--- config.mk ---
export PLATFORM = sky130hd
export DESIGN_NAME = marker_frame_extractor_core
export DESIGN_NICKNAME = d
export VERILOG_FILES = /design/src/hdl/mfe_pkg.sv /design/src/hdl/marker_frame_extractor_core.sv /design/src/hdl/mfe_front.sv /design/src/hdl/mfe_queue.sv /design/src/hdl/mfe_back.sv
export SDC_FILE = /design/constraint.sdc
export NUM_CORES = 1
export LEC_CHECK = 0
export ABC_CLOCK_PERIOD_IN_PS = 5000
export BUFFER_PORTS_ARGS = -buffer_cell sky130_fd_sc_hd__buf_2
export CAP_MARGIN = 30
export CORE_MARGIN = 2
export CORE_UTILIZATION = 35
export CTS_CLUSTER_SIZE = 8
export DETAILED_ROUTE_END_ITERATION = 10
export GPL_ROUTABILITY_DRIVEN = 1
export GPL_TIMING_DRIVEN = 0
export HOLD_SLACK_MARGIN = 0.02
export PLACE_DENSITY = 0.57
export SLEW_MARGIN = 5
export SYNTH_ARGS = -nofsm -noshare
export SYNTH_HDL_FRONTEND = slang
export SYNTH_SLANG_ARGS = --single-unit
--- constraint.sdc ---
create_clock -name aclk -period 5 [get_ports aclk]
set_input_delay 0.25 -clock aclk [delete_from_list [all_inputs] [get_ports aclk]]
set_output_delay 0.25 -clock aclk [all_outputs]
set_load 0.05 [all_outputs]
--- src/hdl/mfe_pkg.sv ---
`default_nettype none
package mfe_pkg;

    // result status codes
    localparam logic [1:0] STATUS_DATA     = 2'd0;
    localparam logic [1:0] STATUS_EMPTY    = 2'd1;
    localparam logic [1:0] STATUS_OVERFLOW = 2'd2;

    // configuration register indexes
    localparam logic [1:0] CFG_START_MARKER = 2'd0;
    localparam logic [1:0] CFG_END_MARKER   = 2'd1;
    localparam logic [1:0] CFG_MAX_LEN      = 2'd2;

    // register reset values
    localparam logic [31:0] START_MARKER_RST = 32'h1A2A3A4A;
    localparam logic [31:0] END_MARKER_RST   = 32'h1F2F3F4F;
    localparam logic [12:0] MAX_LEN_RST      = 13'd4096;

    // fresh bytes needed before a marker may match
    localparam logic [2:0] WINDOW_FULL = 3'd4;

    // depth of the queue between front and back
    localparam int QDEPTH = 4;
    localparam int QPTR_W = $clog2(QDEPTH);

    typedef struct packed {
        logic [1:0] frame_status;
        logic       frame_last;
        logic [7:0] payload_byte;
    } result_t;

    // queue status seen by the back end
    typedef struct packed {
        logic empty;
        logic full;
    } q_status_t;

endpackage
`default_nettype wire

--- src/hdl/marker_frame_extractor_core.sv ---
`default_nettype none
// a result beat shows on the m_ side once it has passed the queue and then the output register
// throughput: one byte per cycle while the queue is not full; the window compare in the front end is combinational
// a four-entry queue and an output register let either side stall on its own
// reset: synchronous active-low aresetn clears the hunt state, the queue and the output,
// and returns the markers and the length limit to their default values
module marker_frame_extractor_core #(
    parameter int BUFFER_BYTES = 4096
) (
    input  wire logic        aclk,
    input  wire logic        aresetn,
    // configuration write channel
    input  wire logic        cfg_valid,
    output logic             cfg_ready,
    input  wire logic [1:0]  cfg_index,
    input  wire logic [31:0] cfg_data,
    // input stream
    input  wire logic        s_tvalid,
    output logic             s_tready,
    input  wire logic [7:0]  s_tdata,   // [7:0] rx_byte
    // result stream
    output logic             m_tvalid,
    input  wire logic        m_tready,
    output logic [7:0]       m_tdata,   // [7:0] payload_byte
    output logic             m_tlast,   // frame_last
    output logic [1:0]       m_tuser    // [1:0] frame_status
);
    import mfe_pkg::*;

    logic      in_beat;
    logic      push;
    result_t   push_data;
    logic      q_pop;
    result_t   q_data;
    q_status_t q_status;

    assign cfg_ready = 1'b1;
    assign s_tready  = !q_status.full;
    assign in_beat   = s_tvalid && s_tready;

    // classify incoming bytes
    mfe_front #(
        .BUFFER_BYTES(BUFFER_BYTES)
    ) u_front (
        .aclk      (aclk),
        .aresetn   (aresetn),
        .cfg_valid (cfg_valid && cfg_ready),
        .cfg_index (cfg_index),
        .cfg_data  (cfg_data),
        .in_beat   (in_beat),
        .in_byte   (s_tdata),
        .push      (push),
        .push_data (push_data)
    );

    // result queue
    mfe_queue u_queue (
        .aclk      (aclk),
        .aresetn   (aresetn),
        .push      (push),
        .push_data (push_data),
        .pop       (q_pop),
        .pop_data  (q_data),
        .status    (q_status)
    );

    // output stage
    mfe_back u_back (
        .aclk     (aclk),
        .aresetn  (aresetn),
        .q_status (q_status),
        .q_data   (q_data),
        .q_pop    (q_pop),
        .m_tvalid (m_tvalid),
        .m_tready (m_tready),
        .m_tdata  (m_tdata),
        .m_tlast  (m_tlast),
        .m_tuser  (m_tuser)
    );

endmodule
`default_nettype wire

--- src/hdl/mfe_front.sv ---
`default_nettype none
module mfe_front #(
    parameter int BUFFER_BYTES = 4096
) (
    input  wire logic            aclk,
    input  wire logic            aresetn,
    input  wire logic            cfg_valid,
    input  wire logic [1:0]      cfg_index,
    input  wire logic [31:0]     cfg_data,
    input  wire logic            in_beat,
    input  wire logic [7:0]      in_byte,
    output logic                 push,
    output mfe_pkg::result_t     push_data
);
    import mfe_pkg::*;

    localparam int CW = $clog2(BUFFER_BYTES + 1);
    localparam int LW = (CW > 13) ? CW : 13;

    logic [31:0]   start_marker_reg;
    logic [31:0]   end_marker_reg;
    logic [12:0]   max_len_reg;

    logic          in_frame_reg, in_frame_next;
    logic [31:0]   recent_reg, recent_next;
    logic [2:0]    since_reg, since_next;
    logic [CW-1:0] count_reg, count_next;

    logic [7:0]    leaving;
    logic [2:0]    since_inc;
    logic          window_full;
    logic          full_now;
    logic          end_seen;
    logic [LW-1:0] max_ext;
    logic [LW-1:0] buf_lim;
    logic [LW-1:0] lim;

    // configuration registers
    always_ff @(posedge aclk) begin
        if (!aresetn) begin
            start_marker_reg <= START_MARKER_RST;
            end_marker_reg   <= END_MARKER_RST;
            max_len_reg      <= MAX_LEN_RST;
        end else if (cfg_valid) begin
            case (cfg_index)
                CFG_START_MARKER: start_marker_reg <= cfg_data;
                CFG_END_MARKER:   end_marker_reg   <= cfg_data;
                CFG_MAX_LEN:      max_len_reg      <= cfg_data[12:0];
                default: ;
            endcase
        end
    end

    // payload limit clamped to one and to the buffer size
    always_comb begin
        max_ext = LW'(max_len_reg);
        buf_lim = LW'(BUFFER_BYTES);
        if (max_len_reg == 13'd0) begin
            lim = LW'(1);
        end else if (max_ext > buf_lim) begin
            lim = buf_lim;
        end else begin
            lim = max_ext;
        end
    end

    // window shift and marker tests
    assign leaving     = recent_reg[31:24];
    assign recent_next = {recent_reg[23:0], in_byte};
    assign window_full = (since_reg == WINDOW_FULL);
    assign since_inc   = window_full ? since_reg : since_reg + 3'd1;
    assign full_now    = (since_inc == WINDOW_FULL);
    assign end_seen    = full_now && (recent_next == end_marker_reg);

    // classify the beat
    always_comb begin
        in_frame_next          = in_frame_reg;
        since_next             = since_inc;
        count_next             = count_reg;
        push                   = 1'b0;
        push_data.payload_byte = 8'd0;
        push_data.frame_last   = 1'b0;
        push_data.frame_status = STATUS_DATA;
        if (!in_frame_reg) begin
            if (full_now && recent_next == start_marker_reg) begin
                in_frame_next = 1'b1;
                since_next    = 3'd0;
                count_next    = '0;
            end
        end else if (window_full) begin
            push = 1'b1;
            if (LW'(count_reg) >= lim) begin
                in_frame_next          = 1'b0;
                since_next             = 3'd0;
                count_next             = '0;
                push_data.frame_last   = 1'b1;
                push_data.frame_status = STATUS_OVERFLOW;
            end else begin
                push_data.payload_byte = leaving;
                count_next             = count_reg + 1'b1;
                if (end_seen) begin
                    in_frame_next        = 1'b0;
                    since_next           = 3'd0;
                    count_next           = '0;
                    push_data.frame_last = 1'b1;
                end
            end
        end else if (end_seen) begin
            push                   = 1'b1;
            in_frame_next          = 1'b0;
            since_next             = 3'd0;
            count_next             = '0;
            push_data.frame_last   = 1'b1;
            push_data.frame_status = STATUS_EMPTY;
        end
        if (!in_beat) begin
            push = 1'b0;
        end
    end

    // deframer state
    always_ff @(posedge aclk) begin
        if (!aresetn) begin
            in_frame_reg <= 1'b0;
            recent_reg   <= 32'd0;
            since_reg    <= 3'd0;
            count_reg    <= '0;
        end else if (in_beat) begin
            in_frame_reg <= in_frame_next;
            recent_reg   <= recent_next;
            since_reg    <= since_next;
            count_reg    <= count_next;
        end
    end

endmodule
`default_nettype wire

--- src/hdl/mfe_queue.sv ---
`default_nettype none
module mfe_queue (
    input  wire logic          aclk,
    input  wire logic          aresetn,
    input  wire logic          push,
    input  mfe_pkg::result_t   push_data,
    input  wire logic          pop,
    output mfe_pkg::result_t   pop_data,
    output mfe_pkg::q_status_t status
);
    import mfe_pkg::*;

    result_t           mem [QDEPTH];
    logic [QPTR_W-1:0] wr_ptr_reg;
    logic [QPTR_W-1:0] rd_ptr_reg;
    logic [QPTR_W:0]   fill_reg, fill_next;
    logic              do_push;
    logic              do_pop;

    assign status.empty = (fill_reg == '0);
    assign status.full  = (fill_reg == (QPTR_W + 1)'(QDEPTH));
    assign do_push      = push && !status.full;
    assign do_pop       = pop && !status.empty;
    assign pop_data     = mem[rd_ptr_reg];

    // storage
    always_ff @(posedge aclk) begin
        if (do_push) begin
            mem[wr_ptr_reg] <= push_data;
        end
    end

    // fill level
    always_comb begin
        fill_next = fill_reg;
        if (do_push && !do_pop) begin
            fill_next = fill_reg + 1'b1;
        end else if (do_pop && !do_push) begin
            fill_next = fill_reg - 1'b1;
        end
    end

    // pointers
    always_ff @(posedge aclk) begin
        if (!aresetn) begin
            wr_ptr_reg <= '0;
            rd_ptr_reg <= '0;
            fill_reg   <= '0;
        end else begin
            if (do_push) begin
                wr_ptr_reg <= wr_ptr_reg + 1'b1;
            end
            if (do_pop) begin
                rd_ptr_reg <= rd_ptr_reg + 1'b1;
            end
            fill_reg <= fill_next;
        end
    end

endmodule
`default_nettype wire

--- src/hdl/mfe_back.sv ---
`default_nettype none
module mfe_back (
    input  wire logic          aclk,
    input  wire logic          aresetn,
    input  mfe_pkg::q_status_t q_status,
    input  mfe_pkg::result_t   q_data,
    output logic               q_pop,
    output logic               m_tvalid,
    input  wire logic          m_tready,
    output logic [7:0]         m_tdata,
    output logic               m_tlast,
    output logic [1:0]         m_tuser
);
    import mfe_pkg::*;

    logic    out_valid_reg;
    result_t out_data_reg;
    logic    load;

    // refill the output register when it is empty or being taken
    assign load  = !out_valid_reg || m_tready;
    assign q_pop = load && !q_status.empty;

    always_ff @(posedge aclk) begin
        if (!aresetn) begin
            out_valid_reg <= 1'b0;
        end else if (load) begin
            out_valid_reg <= !q_status.empty;
        end
    end

    always_ff @(posedge aclk) begin
        if (q_pop) begin
            out_data_reg <= q_data;
        end
    end

    assign m_tvalid = out_valid_reg;
    assign m_tdata  = out_data_reg.payload_byte;
    assign m_tlast  = out_data_reg.frame_last;
    assign m_tuser  = out_data_reg.frame_status;

endmodule
`default_nettype wire

Yosys cells after proc, flatten, opt, wreduce, memory -nomap -nowiden:

Memory sizes are Yosys's and may differ from the RTL's. A register that Yosys moved wholly into a read port is not among the register bits.
Index checks and enable logic that the tools add are counted.

* bits in registers: 134
* bits in writable memories: 44
* input port bits: 47
* output and inout bits: 14
* memories kept: 1

* add/sub/neg operators: 6
* $lt $le $gt $ge: 2
* eq/ne operators: 8
* multiplexer cells: 34
* reductions and logical operators: 23

Memory list
* u_queue.mem: words 4, width 11, rd ports 1, clocked after Yosys merged registers in 1, wr ports 1, RTL line mfe_queue.sv:13 `result_t mem [QDEPTH];`

Operators with widths (count)
* two-way mux 13 bit: 8
* equality test 32 bit: 2
* two-way mux 3 bit: 9
* two-way mux 8 bit: 2
* adder 13 x 1 -> 13 bit (second input constant): 1
* greater-or-equal comparator 13 bit: 1
* > comparator 13 bit (second input constant): 1
* zero test 13 bit: 1
* two-way mux 1 bit: 12
* two-way mux 11 bit: 1
* equality test 3 bit (second input constant): 3
* logical AND 1 bit: 8
* adder 3 x 1 -> 3 bit (second input constant): 2
* AND reduction 2 bit: 3
* zero test 1 bit: 5
* adder 2 x 1 -> 2 bit (second input constant): 2
* two-way mux 2 bit: 2
* nonzero test 2 bit: 2
* zero test 3 bit: 1
* inequality test 3 bit (second input constant): 1
* AND reduction 3 bit: 1
* subtractor 3 x 1 -> 3 bit (second input constant): 1
* equality test 2 x 1 -> 1 bit (second input constant): 1
* equality test 2 bit (second input constant): 1
* 2 further kinds: 2

Longest topological paths before layout:

Gate-level depths: netlist of run 1.

* depth after elaboration: 13
* gate-level depth with buffers: 14

Cells and area by module:

From an unflattened synthesis of run 1, not the netlist that was laid out.

* cells, all modules: 847
* area total of the unflattened synthesis: 8474.4 µm²

Modules (own cells, without submodules)
* mfe_front: times used 1, cells each 723, area an instance 6009.5 µm²
* mfe_queue: times used 1, cells each 105, area an instance 2069.5 µm²
* mfe_back: times used 1, cells each 15, area an instance 374.1 µm²
* marker_frame_extractor_core: times used 1, cells each 4, area an instance 21.3 µm²

Worst setup path after synthesis of run 1:

OpenSTA, ideal clock, no wires.

* path kind: register -> register
* start: register u_front.since_reg[0]
* end: register u_queue.fill_reg[2]
* setup time: 0.076 ns
* arrival time: 3.035 ns
* required time: 4.924 ns
* slack: 1.890 ns
* cell stages (with the launch flop): 15
* buffers on the path: 1
* path through: dfxtp_1 inv_1 ha_1 nor2_1 a211oi_1 a211o_1 or3_1 buf_6 a21oi_4 ha_1 inv_1 fa_1 xor2_1 or3_1 a21boi_0

* longest elaborated chain between the ends: 12
* elaborated cells between the ends (all ways): 15
* those cells by class: add/sub: 1; eq/ne: 2; mux: 6; reduce/logical: 6

Ends and longest elaborated chain
* start, declared: RTL line mfe_front.sv:26 `logic [2:0] since_reg, since_next;`
* start signal, assigned: RTL line mfe_front.sv:131 `since_reg <= since_next;`
* adder 3 x 1 -> 3 bit / equality test 3 bit (equally long branches): RTL line mfe_front.sv:71, mfe_front.sv:70
* two-way mux 3 bit: RTL line mfe_front.sv:71 `assign since_inc = window_full ? since_reg : since_reg + 3'd1;`
* equality test 3 bit: RTL line mfe_front.sv:72 `assign full_now = (since_inc == WINDOW_FULL);`
* logical AND 1 bit: RTL line mfe_front.sv:73 `assign end_seen = full_now && (recent_next == end_marker_reg);`
* two-way mux 1 bit: RTL line mfe_front.sv:108 `end else if (end_seen) begin`
* two-way mux 1 bit (*): RTL line mfe_front.sv:90 `end else if (window_full) begin`
* two-way mux 1 bit (*): RTL line mfe_front.sv:84 `if (!in_frame_reg) begin`
* two-way mux 1 bit (*): RTL line mfe_front.sv:116 `if (!in_beat) begin`
* logical AND 1 bit (*): RTL line mfe_queue.sv:22 `assign do_push = push && !status.full;`
* net u_queue.do_push: RTL line mfe_queue.sv:17 `logic do_push;`
* zero test 1 bit: RTL line mfe_queue.sv:38 `end else if (do_pop && !do_push) begin`
* logical AND 1 bit: RTL line mfe_queue.sv:38
* nonzero test 2 bit (no source line)
* end signal, assigned: RTL line mfe_queue.sv:56 `fill_reg <= fill_next;`
* end, declared: RTL line mfe_queue.sv:16 `logic [QPTR_W:0] fill_reg, fill_next;`

The timed path passes the listed nets; every way through them passes the cells marked *.
A chain may end at the register's enable or synchronous reset.

Worst setup path after layout of run 1:

* start: register u_front.recent_reg[15]
* end: register u_queue.fill_reg[2]

* longest elaborated chain between the ends: 10
* elaborated cells between the ends (all ways): 12
* those cells by class: eq/ne: 1; mux: 5; reduce/logical: 6

Ends and longest elaborated chain
* start, declared: RTL line mfe_front.sv:25 `logic [31:0] recent_reg, recent_next;`
* start signal, assigned: RTL line mfe_front.sv:130 `recent_reg <= recent_next;`
* equality test 32 bit (*): RTL line mfe_front.sv:73
* logical AND 1 bit (*): RTL line mfe_front.sv:73
* two-way mux 1 bit (*): RTL line mfe_front.sv:108
* two-way mux 1 bit (*): RTL line mfe_front.sv:90
* two-way mux 1 bit (*): RTL line mfe_front.sv:84
* two-way mux 1 bit (*): RTL line mfe_front.sv:116
* logical AND 1 bit (*): RTL line mfe_queue.sv:22
* net u_queue.do_push: RTL line mfe_queue.sv:17
* zero test 1 bit: RTL line mfe_queue.sv:38
* logical AND 1 bit: RTL line mfe_queue.sv:38
* nonzero test 2 bit (no source line)

Marked as above.

==> key figures, run 1 <==
Final layout
  • Register with the most flip-flops: u_queue.mem
  • Final design utilization: approximately 41%
  • Post-layout instance area: around 10000 sq um
  • Share of layout cells above drive strength 1: a little under an eighth
  • Final std cells w/o fill: around 1,300
  • Number of fill cells: ~2,400
  • Max reg flops: between 40 and 50
  • Final antenna diode count: 0
  • Net total in the final layout: roughly 1,000
  • P&R area growth vs syn: 15.19%

Logic synthesis
  • Synth async-reset ratio: 0%
  • Prevailing post-synth register cell: sky130_fd_sc_hd__dfxtp_1
  • Post-synth design cell area: between 8000 and 9000 sq um
  • Number of enable-type register cells in the synthesized netlist: 55
  • Parity-gate share of the synthesized area counting xor and xnor cells: 7.163%
  • Library cells used by synthesis: 46
  • Share of synthesized area occupied by flip-flops and latches: roughly 50%
  • Largest family of logic cells by synthesized area: simple AND/OR/NAND/NOR gates
  • Synth Instances: a little under 900
  • Proportion of synthesized area in mux cells: under 10%
  • Synthesized-area fraction occupied by ao, oa, aoi and oai cells: 10.74%
  • Number of warning messages in the yosys log: 0
  • Basic-gate share of the synthesized area counting and, or, nand and nor cells: about a fifth
  • Total of flip-flops plus latches after synthesis: ~190
  • Synth Area in Adders: under 10%
  • Synthesized Nets: about 950
  • Avg Synthesized Cell Area: about 9.6 sq um

Timing
  • Slew at the pin with the worst max-slew slack: slightly below 0.8 ns
  • Pins Over Slew Limit: 0
  • Relative slew slack: 47.39%
  • Count of endpoints failing setup in the final report: 0
  • Clock skew after layout: approximately 0.014 ns
  • Final-layout setup total negative slack: 0 ns
  • Final period utilization: slightly below 70%
  • Setup repair after global routing missed its margin: false
  • Achievable frequency: about 290 MHz
  • Final hold violation count: 0
  • Minimum clock period after layout: around 3.5 ns

Placement
  • Total of buffers placed on input and output ports: 58
  • Total instance count after detailed placement: around 1,300
  • Dpl hpwl: 15,870 um
  • Final estimated routing congestion in global placement: between 0.8 and 0.9
  • Placement-stage cell area: 9134 sq um

Clock tree
  • Total of hold buffers inserted after clock tree synthesis: 0
  • Number of buffers created by CTS: 17
  • CTS tree: built
  • Resize count post-CTS: 0
  • Worst-skew pair later-pin latency: 0.44 ns
  • H-tree depth: 4
  • Clk sinks: roughly 190
  • CTS Buffer Depth: 2
  • Root Buffer: sky130_fd_sc_hd__clkbuf_16
  • Setup repair bufs after CTS: 0
  • Clock transition time at the flip-flop clock pins of the worst setup and hold paths: 0.08 ns

Pwr
  • Power per cell area: between 300 and 400 nW/um^2
  • Peak ir drop on the vdd network: around 230 uV
  • Overall power: about 3.7 mW
  • Leakage power: approximately 3.7 nW

Global route
  • First-pass GRT wire length: ~34,000 um
  • GRT Resource Usage Total: 17.18%
  • Pin count of the biggest net entering global routing: 21
  • Global route overflow: 0
  • Number of antenna violations at the first check in global routing: 0
  • Vias in the first global route: 5,860

Critical path
  • Data arrival, critical path: approximately 3.8 ns
  • Critical path peak fanout: 10
  • Nature of the critical path startpoint: register
  • Beginning of the worst register-to-register path: u_front.recent_reg[15]
  • First element of the critical path: u_front.recent_reg[15]
  • Worst r2r path cells: 12
  • Worst setup slack for register-to-register paths: between 1.5 and 2 ns
  • End point of the critical path: u_queue.fill_reg[2]
  • Reg2reg end: u_queue.fill_reg[2]
  • Worst Setup End Kind: register
  • Data required time of the worst path: around 5.4 ns
  • Type of the worst setup path: register to register

Routing
  • 1st-iter DRT viols: about 360
  • Number of routed nets with antenna violations: 0
  • Final wirelength: around 21,000 um
  • Initial DRT Pass Iterations: 5
  • DRC viols: 0
  • Via count: about 6,200
  • Vias per cell: roughly 4.8
  • Per-cell routed wire length: ~17 um

Floorplanning
  • Count of pins on the block boundary: 61
  • Effective utilization at floorplan: between 30 and 40%
  • Die X: 159.3 um
  • Total die area: approximately 25,000 sq um
  • Area of the core: around 24,000 sq um
  • Height of the chip: about 160 um
  • Number of placement rows: 56

Status
  • Result of the run: completed

Min path
  • Hold WC Path Type: input port to register

Job
  • Max-cap viol count: 0
## area by class of cell
| class | count | area, sq um | area share, % |
|---|---|---|---|
| Tap cell | 319 | 399.1 | 4.107 |
| Multi-Input combinational cell | 628 | 3854 | 39.65 |
| Clock buffer | 17 | 425.4 | 4.377 |
| Inverter | 13 | 48.80 | 0.5021 |
| Sequential cell | 189 | 4334 | 44.60 |
| Buffer | 47 | 200.2 | 2.060 |
| Clock inverter | 15 | 158.9 | 1.635 |
| Timing Repair Buffer | 59 | 297.8 | 3.064 |
## layer usage
metal	track usage (%)	routed length, um	vias to the layer above
li1	-	-	3142
met1	23.60	10110	2925
met2	28.42	10210	126
met3	2.839	847	14
met4	4.008	222	0
met5	0	0	-
## placed cells by master (no fill, tap or decap), types with 7 or more instances in the layout
cell,Yosys,final
sky130_fd_sc_hd__a21boi_0,79,79
sky130_fd_sc_hd__a21o_1,11,11
sky130_fd_sc_hd__a21oi_1,15,15
sky130_fd_sc_hd__and2_1,20,20
sky130_fd_sc_hd__buf_2,1,59
sky130_fd_sc_hd__clkbuf_1,36,36
sky130_fd_sc_hd__clkbuf_16,0,17
sky130_fd_sc_hd__dfxtp_1,134,134
sky130_fd_sc_hd__edfxtp_1,55,55
sky130_fd_sc_hd__ha_1,21,21
sky130_fd_sc_hd__inv_1,13,13
sky130_fd_sc_hd__mux4_2,11,11
sky130_fd_sc_hd__nand2_1,257,257
sky130_fd_sc_hd__nand3_1,39,39
sky130_fd_sc_hd__nor2_1,10,10
sky130_fd_sc_hd__nor4_1,18,18
sky130_fd_sc_hd__o21ai_0,7,7
sky130_fd_sc_hd__or3_1,18,18
sky130_fd_sc_hd__xnor2_1,7,7
sky130_fd_sc_hd__xor2_1,62,62
## synthesized netlist by cell type, types with 3 or more instances
cell / n / area, sq um
sky130_fd_sc_hd__dfxtp_1: 134 / 2683
sky130_fd_sc_hd__a21boi_0: 79 / 593.1
sky130_fd_sc_hd__nor3b_1: 3 / 22.52
sky130_fd_sc_hd__a211o_1: 3 / 26.28
sky130_fd_sc_hd__or2_2: 3 / 18.77
sky130_fd_sc_hd__ha_1: 21 / 262.8
sky130_fd_sc_hd__xor2_1: 62 / 543.0
sky130_fd_sc_hd__clkbuf_1: 36 / 135.1
sky130_fd_sc_hd__nor2b_1: 4 / 25.02
sky130_fd_sc_hd__buf_1: 6 / 22.52
sky130_fd_sc_hd__nor3_1: 5 / 25.02
sky130_fd_sc_hd__and2_1: 20 / 125.1
sky130_fd_sc_hd__o211ai_1: 4 / 30.03
sky130_fd_sc_hd__xnor2_1: 7 / 61.31
sky130_fd_sc_hd__or3_1: 18 / 112.6
sky130_fd_sc_hd__nand3_1: 39 / 195.2
sky130_fd_sc_hd__edfxtp_1: 55 / 1652
sky130_fd_sc_hd__a21o_1: 11 / 82.58
sky130_fd_sc_hd__a21oi_1: 15 / 75.07
sky130_fd_sc_hd__nand4_1: 6 / 37.54
sky130_fd_sc_hd__o21ai_0: 7 / 35.03
sky130_fd_sc_hd__inv_1: 13 / 48.80
sky130_fd_sc_hd__mux4_2: 11 / 247.7
sky130_fd_sc_hd__a31oi_1: 4 / 25.02
sky130_fd_sc_hd__nor4_1: 18 / 112.6
sky130_fd_sc_hd__nor2_1: 10 / 37.54
sky130_fd_sc_hd__nand2_1: 257 / 964.7
## cells by family after synthesis
| logic type | Yosys count |
|---|---|
| simple gates | 396 |
| flops | 189 |
| compound gates | 127 |
| xor+xnor | 69 |
| buf+inv | 60 |
| fa+ha+maj | 22 |
| mux | 13 |
| other cells | 1 |
## report_power, final
group / switching [mW] / internal (mW)
logic: 0.389 / 0.206
registers: 0.0749 / 1.68
clock network: 0.674 / 0.672
## worst min-delay path by stage
stage	startpoint	to	slack, ns	cells past startpoint
floorplan	cfg_data[0]	u_front.end_marker_reg[0]	0.37	2
global placement	u_front.recent_reg[30]	u_front.recent_reg[30]	0.45	2
detailed placement	u_front.recent_reg[28]	u_front.recent_reg[28]	0.45	2
CTS	cfg_data[25]	u_front.start_marker_reg[25]	0.02	3
global route	cfg_data[18]	u_front.end_marker_reg[18]	0.04	3
finish	cfg_data[25]	u_front.end_marker_reg[25]	0.04	3
## metrics by stage
stage	hold WS, ns	setup slack, ns
floorplan	0.3740	1.890
global placement	0.4471	1.591
detailed placement	0.4548	1.579
CTS	0.02105	1.558
global route	0.03804	1.276
finish	0.03942	1.541
## critical path, stage by stage (launching register included)
cell and delay, ns:
sky130_fd_sc_hd__dfxtp_1 0.47, sky130_fd_sc_hd__xor2_1 0.11, sky130_fd_sc_hd__nor4_1 0.35, sky130_fd_sc_hd__nand4_1 0.24, sky130_fd_sc_hd__or3_1 0.45, sky130_fd_sc_hd__buf_6 0.15
sky130_fd_sc_hd__a21oi_4 0.30, sky130_fd_sc_hd__ha_1 0.25, sky130_fd_sc_hd__inv_1 0.06, sky130_fd_sc_hd__fa_1 0.37, sky130_fd_sc_hd__xor2_1 0.18, sky130_fd_sc_hd__or3_1 0.30
sky130_fd_sc_hd__a21boi_0 0.16
No activity file was read; power rests on OpenSTA's default activity.
==> run 2: changes to the inputs <==
- ABC_CLOCK_PERIOD_IN_PS: 5000 -> 3300
- clock period: 5 -> 3.3 ns (I/O delays scaled with it)
==> key figures, run 2 (synthesized netlist as in run 1, its figures left out) <==
Status
  • Result of the run: completed

Clock tree
  • Number of buffers created by CTS: 17 (unchanged)
  • CTS tree: built
  • Root Buffer: sky130_fd_sc_hd__clkbuf_16
  • H-tree depth: 4 (unchanged)
  • Clock transition time at the flip-flop clock pins of the worst setup and hold paths: 0.08 ns (about the same)
  • CTS Buffer Depth: 2 (unchanged)
  • Worst-skew pair later-pin latency: 0.44 ns (about the same)
  • Clk sinks: 189 (unchanged)

Routing
  • Per-cell routed wire length: 16.42 um (-1.2%)
  • Initial DRT Pass Iterations: 5 (unchanged)
  • 1st-iter DRT viols: 356 (unchanged)
  • Top Layer Used: met4
  • Number of routed nets with antenna violations: 0 (unchanged)
  • Final wirelength: 21,810 um (+2.0%)
  • Vias per cell: 4.826 (about the same)
  • Routed length on met1: 9969 um (-1.4%)
  • Total met3 wirelength after detailed routing: 1125 um (+33%)
  • DRC viols: 0 (unchanged)
  • Via count: 6,409 (+3.3%)
  • Routed wl met2: 10,400 um (+1.9%)

Final layout
  • Commonest non-fill, non-tap cells in the layout: sky130_fd_sc_hd__nand2_1, sky130_fd_sc_hd__dfxtp_1, sky130_fd_sc_hd__a21boi_0
  • Number of fill cells: 2,329 (-2.4%)
  • Final antenna diode count: 0 (unchanged)
  • Most common cell after layout, fill and taps aside: sky130_fd_sc_hd__nand2_1
  • Area taken by multi-input logic gates: 3874 sq um (+0.52%)
  • Final design utilization: 43.12% (+1.8 points)
  • P&R area growth vs syn: 20.33%
  • Register with the most flip-flops: u_queue.mem
  • Sequential cell area: 4340 sq um (+0.14%)
  • Share of layout cells above drive strength 1: 12.49% (+0.50 points)
  • Net total in the final layout: 1,065 (+4.0%)
  • Max reg flops: 44 (unchanged)

Critical path
  • Slowest stage cell, crit path: sky130_fd_sc_hd__nor4_2
  • Nature of the critical path startpoint: register
  • Worst path buffer plus inverter count: 2 (unchanged)
  • Data required time of the worst path: 3.66 ns (-1.71 ns)
  • Critical path, cell by cell: xor2_1, nor4_2, nand4_1, or3_4, buf_6, a21oi_4, ha_2, inv_1, fa_1, xor2_1, or3_1, a21boi_0
  • Cell occurring most often along the worst timing path: sky130_fd_sc_hd__xor2_1
  • Delay-heaviest family, CP: simple AND/OR/NAND/NOR gates
  • Critical path peak fanout: 6 (-4)
  • Data arrival, critical path: 3.55 ns (-0.27 ns)
  • Worst setup slack for register-to-register paths: 0.12 ns (-1.42 ns)
  • Worst Setup End Kind: register
  • Type of the worst setup path: register to register
  • Stage delay of the slowest cell on the critical path: 0.39 ns (-0.08 ns)

Floorplanning
  • Area of the core: 23,540 sq um (unchanged)
  • Total die area: 25,360 sq um (unchanged)
  • Die X: 159.3 um (unchanged)
  • Height of the chip: 159.3 um (unchanged)
  • Effective utilization at floorplan: 35.84% (unchanged)
  • Count of pins on the block boundary: 61 (unchanged)
  • Number of placement rows: 56 (unchanged)

Placement
  • Total of buffers placed on input and output ports: 58 (unchanged)
  • Dpl hpwl: 15,870 um (unchanged)
  • Final estimated routing congestion in global placement: 0.8405 (unchanged)

Pwr
  • Power per cell area: 556.6 nW/um^2 (+47%)
  • Leakage power: 3.841 nW (+4.8%)
  • Peak ir drop on the vdd network: 342.9 uV (+49%)
  • Overall power: 5.651 mW (+53%)

Timing
  • Final hold violation count: 0 (unchanged)
  • Count of endpoints failing setup in the final report: 0 (unchanged)
  • Final-layout setup total negative slack: 0 ns (unchanged)
  • Minimum clock period after layout: 3.181 ns (-0.2774 ns)
  • Clock skew after layout: 0.01266 ns (-0.0009921 ns)
  • Slew at the pin with the worst max-slew slack: 0.7896 ns (+0.0004236 ns)
  • Final period utilization: 96.41% (+27 points)
  • Relative slew slack: 47.36% (about the same)
  • Achievable frequency: 314.3 MHz (+8.7%)
  • Pins Over Slew Limit: 0 (unchanged)
  • Setup repair after global routing missed its margin: false

Min path
  • Hold WC Path Type: input port to register

Global route
  • Pin count of the biggest net entering global routing: 21 (unchanged)
  • Number of antenna violations at the first check in global routing: 0 (unchanged)
  • First-pass GRT wire length: 34,370 um (+2.1%)
  • Vias in the first global route: 6,092 (+4.0%)
  • Global route overflow: 0 (unchanged)
  • GRT Resource Usage Total: 17.46% (+0.28 points)

Job
  • Max-cap viol count: 0 (unchanged)
-- run 2: routing by layer --
metal	track usage [%]	vias to the layer above
li1	-	3224
met1	23.52	3005
met2	29.03	160
met3	3.100	20
met4	4.628	0
met5	0	-
-- run 2: final timing paths --
check / startpoint / end / depth (start not counted)
worst max register to register: u_front.recent_reg[10] / u_queue.fill_reg[2] / 12
worst min register to register: u_front.recent_reg[30] / u_front.recent_reg[30] / 2
worst max-delay path: u_front.recent_reg[10] / u_queue.fill_reg[2] / 12
worst min-delay path: cfg_data[7] / u_front.max_ext[7] / 3
-- run 2: metrics by stage --
step | area [sq um] | std cells | hold slack [ns] | worst slack, ns
floorplan | 8437 | 877 | 0.2890 | 0.1899
global placement | 9126 | 1254 | 0.3957 | -0.1089
detailed placement | 9134 | 1255 | 0.3978 | -0.1208
CTS | 10130 | 1328 | 0.02188 | 0.08005
global route | 10150 | 1328 | 0.03423 | 0.006999
finish | 10150 | 1328 | 0.03852 | 0.1186
-- run 2: power breakdown --
group	switching [mW]	internal (mW)	total, mW
Sequential	0.114	2.54	2.66
Clock	1.03	1.02	2.04
Combinational	0.598	0.352	0.951
-- run 2: area by class of cell --
type                       instances  area share, %
timing repair buffer             100          6.951
sequential                       189          42.75
clock inverter                    15          1.565
tap                              319          3.931
clock buffer                      17          4.190
buffer                            47          1.972
inverter                          13         0.4807
multi-input combinational        628          38.16
-- run 2: worst min-delay path, delay by kind of cell --
family                 cells  cell delay [ns]
buffers and inverters      1             0.14
AOI/OAI and AO/OA          1             0.06
and+or+nand+nor            1             0.06
-- run 2: timing repair --
| item | 4_1_cts | 5_1_grt |
|---|---|---|
| hold buffers | 40 | 0 |
| resized for setup | 0 | 10 |
| setup endpoints to repair | 1 | 1 |
| setup buffers | 1 | 0 |
| hold endpoints to repair | 74 | 0 |
| pin swaps | 2 | 3 |
==> run 3: changes to the inputs <==
- CORE_ASPECT_RATIO: not set -> 1.2
==> key figures, run 3 (synthesized netlist as in run 1, its figures left out) <==
Timing
  • Pins Over Slew Limit: 0 (unchanged)
  • Count of endpoints failing setup in the final report: 0 (unchanged)
  • Clock skew after layout: 0.01422 ns (+0.001560 ns)
  • Post-route worst hold slack: 0.03536 ns (-0.003159 ns)
  • Achievable frequency: 313.3 MHz (-0.34%)
  • Minimum clock period after layout: 3.192 ns (+0.01090 ns)
  • Final period utilization: 96.74% (+0.33 points)
  • Setup repair after global routing missed its margin: false
  • Relative slew slack: 43.18% (-4.2 points)
  • Final hold violation count: 0 (unchanged)
  • Slew at the pin with the worst max-slew slack: 0.8523 ns (+0.06262 ns)

Critical path
  • Reg2reg end: u_queue.fill_reg[2]
  • Nature of the critical path startpoint: input port
  • Cell occurring most often along the worst timing path: sky130_fd_sc_hd__xor2_1
  • Worst path buffer plus inverter count: 4 (+2)
  • Type of the worst setup path: input port to register
  • Stage delay of the slowest cell on the critical path: 0.57 ns (+0.18 ns)
  • Data required time of the worst path: 3.66 ns (about the same)
  • Worst r2r path cells: 12 (unchanged)
  • Critical path peak fanout: 6 (unchanged)
  • Slowest stage cell, crit path: sky130_fd_sc_hd__dlygate4sd3_1
  • Worst setup slack for register-to-register paths: 0.15 ns (+0.03 ns)
  • Critical path, cell by cell: dlygate4sd3_1, buf_2, xor2_1, nor4_2, nand4_1, or3_4, buf_6, a21oi_4, ha_4, inv_1, fa_1, xor2_1, or3_1, a21boi_0
  • Beginning of the worst register-to-register path: u_front.recent_reg[10]
  • Worst Setup End Kind: register
  • Data arrival, critical path: 3.56 ns (about the same)
  • Delay-heaviest family, CP: simple AND/OR/NAND/NOR gates

Pwr
  • Peak ir drop on the vdd network: 387.9 uV (+13%)
  • Leakage power: 3.840 nW (about the same)
  • Power per cell area: 566.7 nW/um^2 (+1.8%)

Clock tree
  • Clk sinks: 189 (unchanged)
  • CTS tree: built
  • Root Buffer: sky130_fd_sc_hd__clkbuf_16
  • H-tree depth: 4 (unchanged)
  • Worst-skew pair later-pin latency: 0.44 ns (about the same)
  • Clock transition time at the flip-flop clock pins of the worst setup and hold paths: 0.07 ns (about the same)
  • Number of buffers created by CTS: 17 (unchanged)
  • CTS Buffer Depth: 2 (unchanged)

Placement
  • Total of buffers placed on input and output ports: 58 (unchanged)
  • Dpl hpwl: 16,110 um (+1.5%)
  • Final estimated routing congestion in global placement: 0.8770 (+4.3%)

Global route
  • Pin count of the biggest net entering global routing: 22 (+4.8%)
  • GRT Resource Usage Total: 18.01% (+0.54 points)
  • Global route overflow: 0 (unchanged)
  • Number of antenna violations at the first check in global routing: 0 (unchanged)
  • First-pass GRT wire length: 35,370 um (+2.9%)
  • Vias in the first global route: 6,376 (+4.7%)

Final layout
  • Final design utilization: 42.71% (-0.41 points)
  • Commonest non-fill, non-tap cells in the layout: sky130_fd_sc_hd__nand2_1, sky130_fd_sc_hd__dfxtp_1, sky130_fd_sc_hd__a21boi_0
  • P&R area growth vs syn: 20.57%
  • Final antenna diode count: 0 (unchanged)
  • Most common cell after layout, fill and taps aside: sky130_fd_sc_hd__nand2_1
  • Max reg flops: 44 (unchanged)
  • Register with the most flip-flops: u_queue.mem
  • Net total in the final layout: 1,060 (-0.47%)
  • Number of fill cells: 2,350 (+0.90%)
  • Share of layout cells above drive strength 1: 12.75% (+0.26 points)

Routing
  • 1st-iter DRT viols: 370 (+3.9%)
  • Number of routed nets with antenna violations: 0 (unchanged)
  • Initial DRT Pass Iterations: 5 (unchanged)
  • DRC viols: 0 (unchanged)
  • Vias per cell: 4.880 (+1.1%)
  • Final wirelength: 22,010 um (+0.90%)
  • Via count: 6,461 (+0.81%)
  • Per-cell routed wire length: 16.62 um (+1.2%)

Status
  • Result of the run: completed

Floorplanning
  • Height of the chip: 174.1 um (+9.3%)
  • Die X: 145.7 um (-8.5%)
  • Count of pins on the block boundary: 61 (unchanged)
  • Total die area: 25,370 sq um (about the same)
  • Area of the core: 23,820 sq um (+1.2%)
  • Effective utilization at floorplan: 35.43% (-0.41 points)
  • Number of placement rows: 62 (+11%)

Job
  • Max-cap viol count: 0 (unchanged)

Min path
  • Worst hold path endpoint: u_front.max_ext[9]
  • Hold WC Path Type: input port to register
  • Hold Crit Start: cfg_data[9]
  • Worst hold stages: 3 (unchanged)
run 3: cell count changes in the layout (fill, tap and decap cells not counted), moves of 2 or more:
cell | previous run | this run
sky130_fd_sc_hd__dlygate4sd3_1 | 40 | 36
sky130_fd_sc_hd__inv_8 | 6 | 3
sky130_fd_sc_hd__clkinvlp_4 | 2 | 0
sky130_fd_sc_hd__inv_12 | 0 | 2
sky130_fd_sc_hd__nor4_1 | 18 | 16
sky130_fd_sc_hd__nor4_2 | 2 | 4
run 3: routing by layer:
metal	track usage, %	share of wire (%)	vias up
met4	6.454	2.5	0
met5	0	0	-
met1	22.28	44	3048
li1	-	-	3226
met3	3.176	4.0	31
met2	31.45	50	156
run 3: worst max-delay path by stage:
stage,start,to,depth (start not counted)
global route,s_tdata[3],u_queue.fill_reg[2],14
detailed placement,u_front.recent_reg[6],u_queue.fill_reg[2],12
CTS,u_front.recent_reg[19],u_queue.fill_reg[2],12
global placement,u_front.recent_reg[6],u_queue.fill_reg[2],12
finish,s_tdata[3],u_queue.fill_reg[2],14
floorplan,u_front.since_reg[0],u_queue.fill_reg[2],14
run 3: where the power goes:
group | switching [mW] | internal (mW) | total (mW)
clock network | 1.04 | 1.11 | 2.14
logic | 0.612 | 0.348 | 0.960
registers | 0.117 | 2.54 | 2.66
total | 1.77 | 4.00 | 5.76
run 3: final cells by class:
class	count	area (sq um)	area share [%]
Clock inverter	15	197.7	1.943
Timing Repair Buffer	95	658.1	6.470
Clock buffer	17	425.4	4.182
Buffer	47	200.2	1.968
Sequential cell	189	4339	42.66
Multi-Input combinational cell	628	3902	38.36
Inverter	13	48.80	0.4797
Tap cell	320	400.4	3.936
run 3: worst reg2reg max path, cell delays in order, from the launching register on:
cell and delay (ns):
sky130_fd_sc_hd__dfxtp_2 0.36, sky130_fd_sc_hd__xor2_1 0.17, sky130_fd_sc_hd__nor4_2 0.39, sky130_fd_sc_hd__nand4_1 0.22
sky130_fd_sc_hd__or3_4 0.38, sky130_fd_sc_hd__buf_6 0.14, sky130_fd_sc_hd__a21oi_4 0.19, sky130_fd_sc_hd__ha_4 0.17
sky130_fd_sc_hd__inv_1 0.05, sky130_fd_sc_hd__fa_1 0.38, sky130_fd_sc_hd__xor2_1 0.18, sky130_fd_sc_hd__or3_1 0.30
sky130_fd_sc_hd__a21boi_0 0.15
run 3: timing repair:
action / in CTS / in global routing
setup buffers: 1 / 0
setup endpoints to repair: 1 / 1
hold buffers: 36 / 0
pin swaps: 2 / 3
hold endpoints to repair: 69 / 0
gates resized for setup: 1 / 12
run 3: per-stage QoR:
| step | TNS (ns) | setup WS (ns) | total power [mW] | std cells | instance area (sq um) |
|---|---|---|---|---|---|
| floorplan | 0 | 0.1899 | 3.330 | 877 | 8437 |
| global placement | -0.1818 | -0.1818 | 3.602 | 1255 | 9128 |
| detailed placement | -0.2065 | -0.2065 | 3.616 | 1255 | 9131 |
| CTS | 0 | 0.01152 | 5.797 | 1324 | 10130 |
| global route | 0 | 0.01154 | 6.033 | 1324 | 10170 |
| finish | 0 | 0.1077 | 5.765 | 1324 | 10170 |
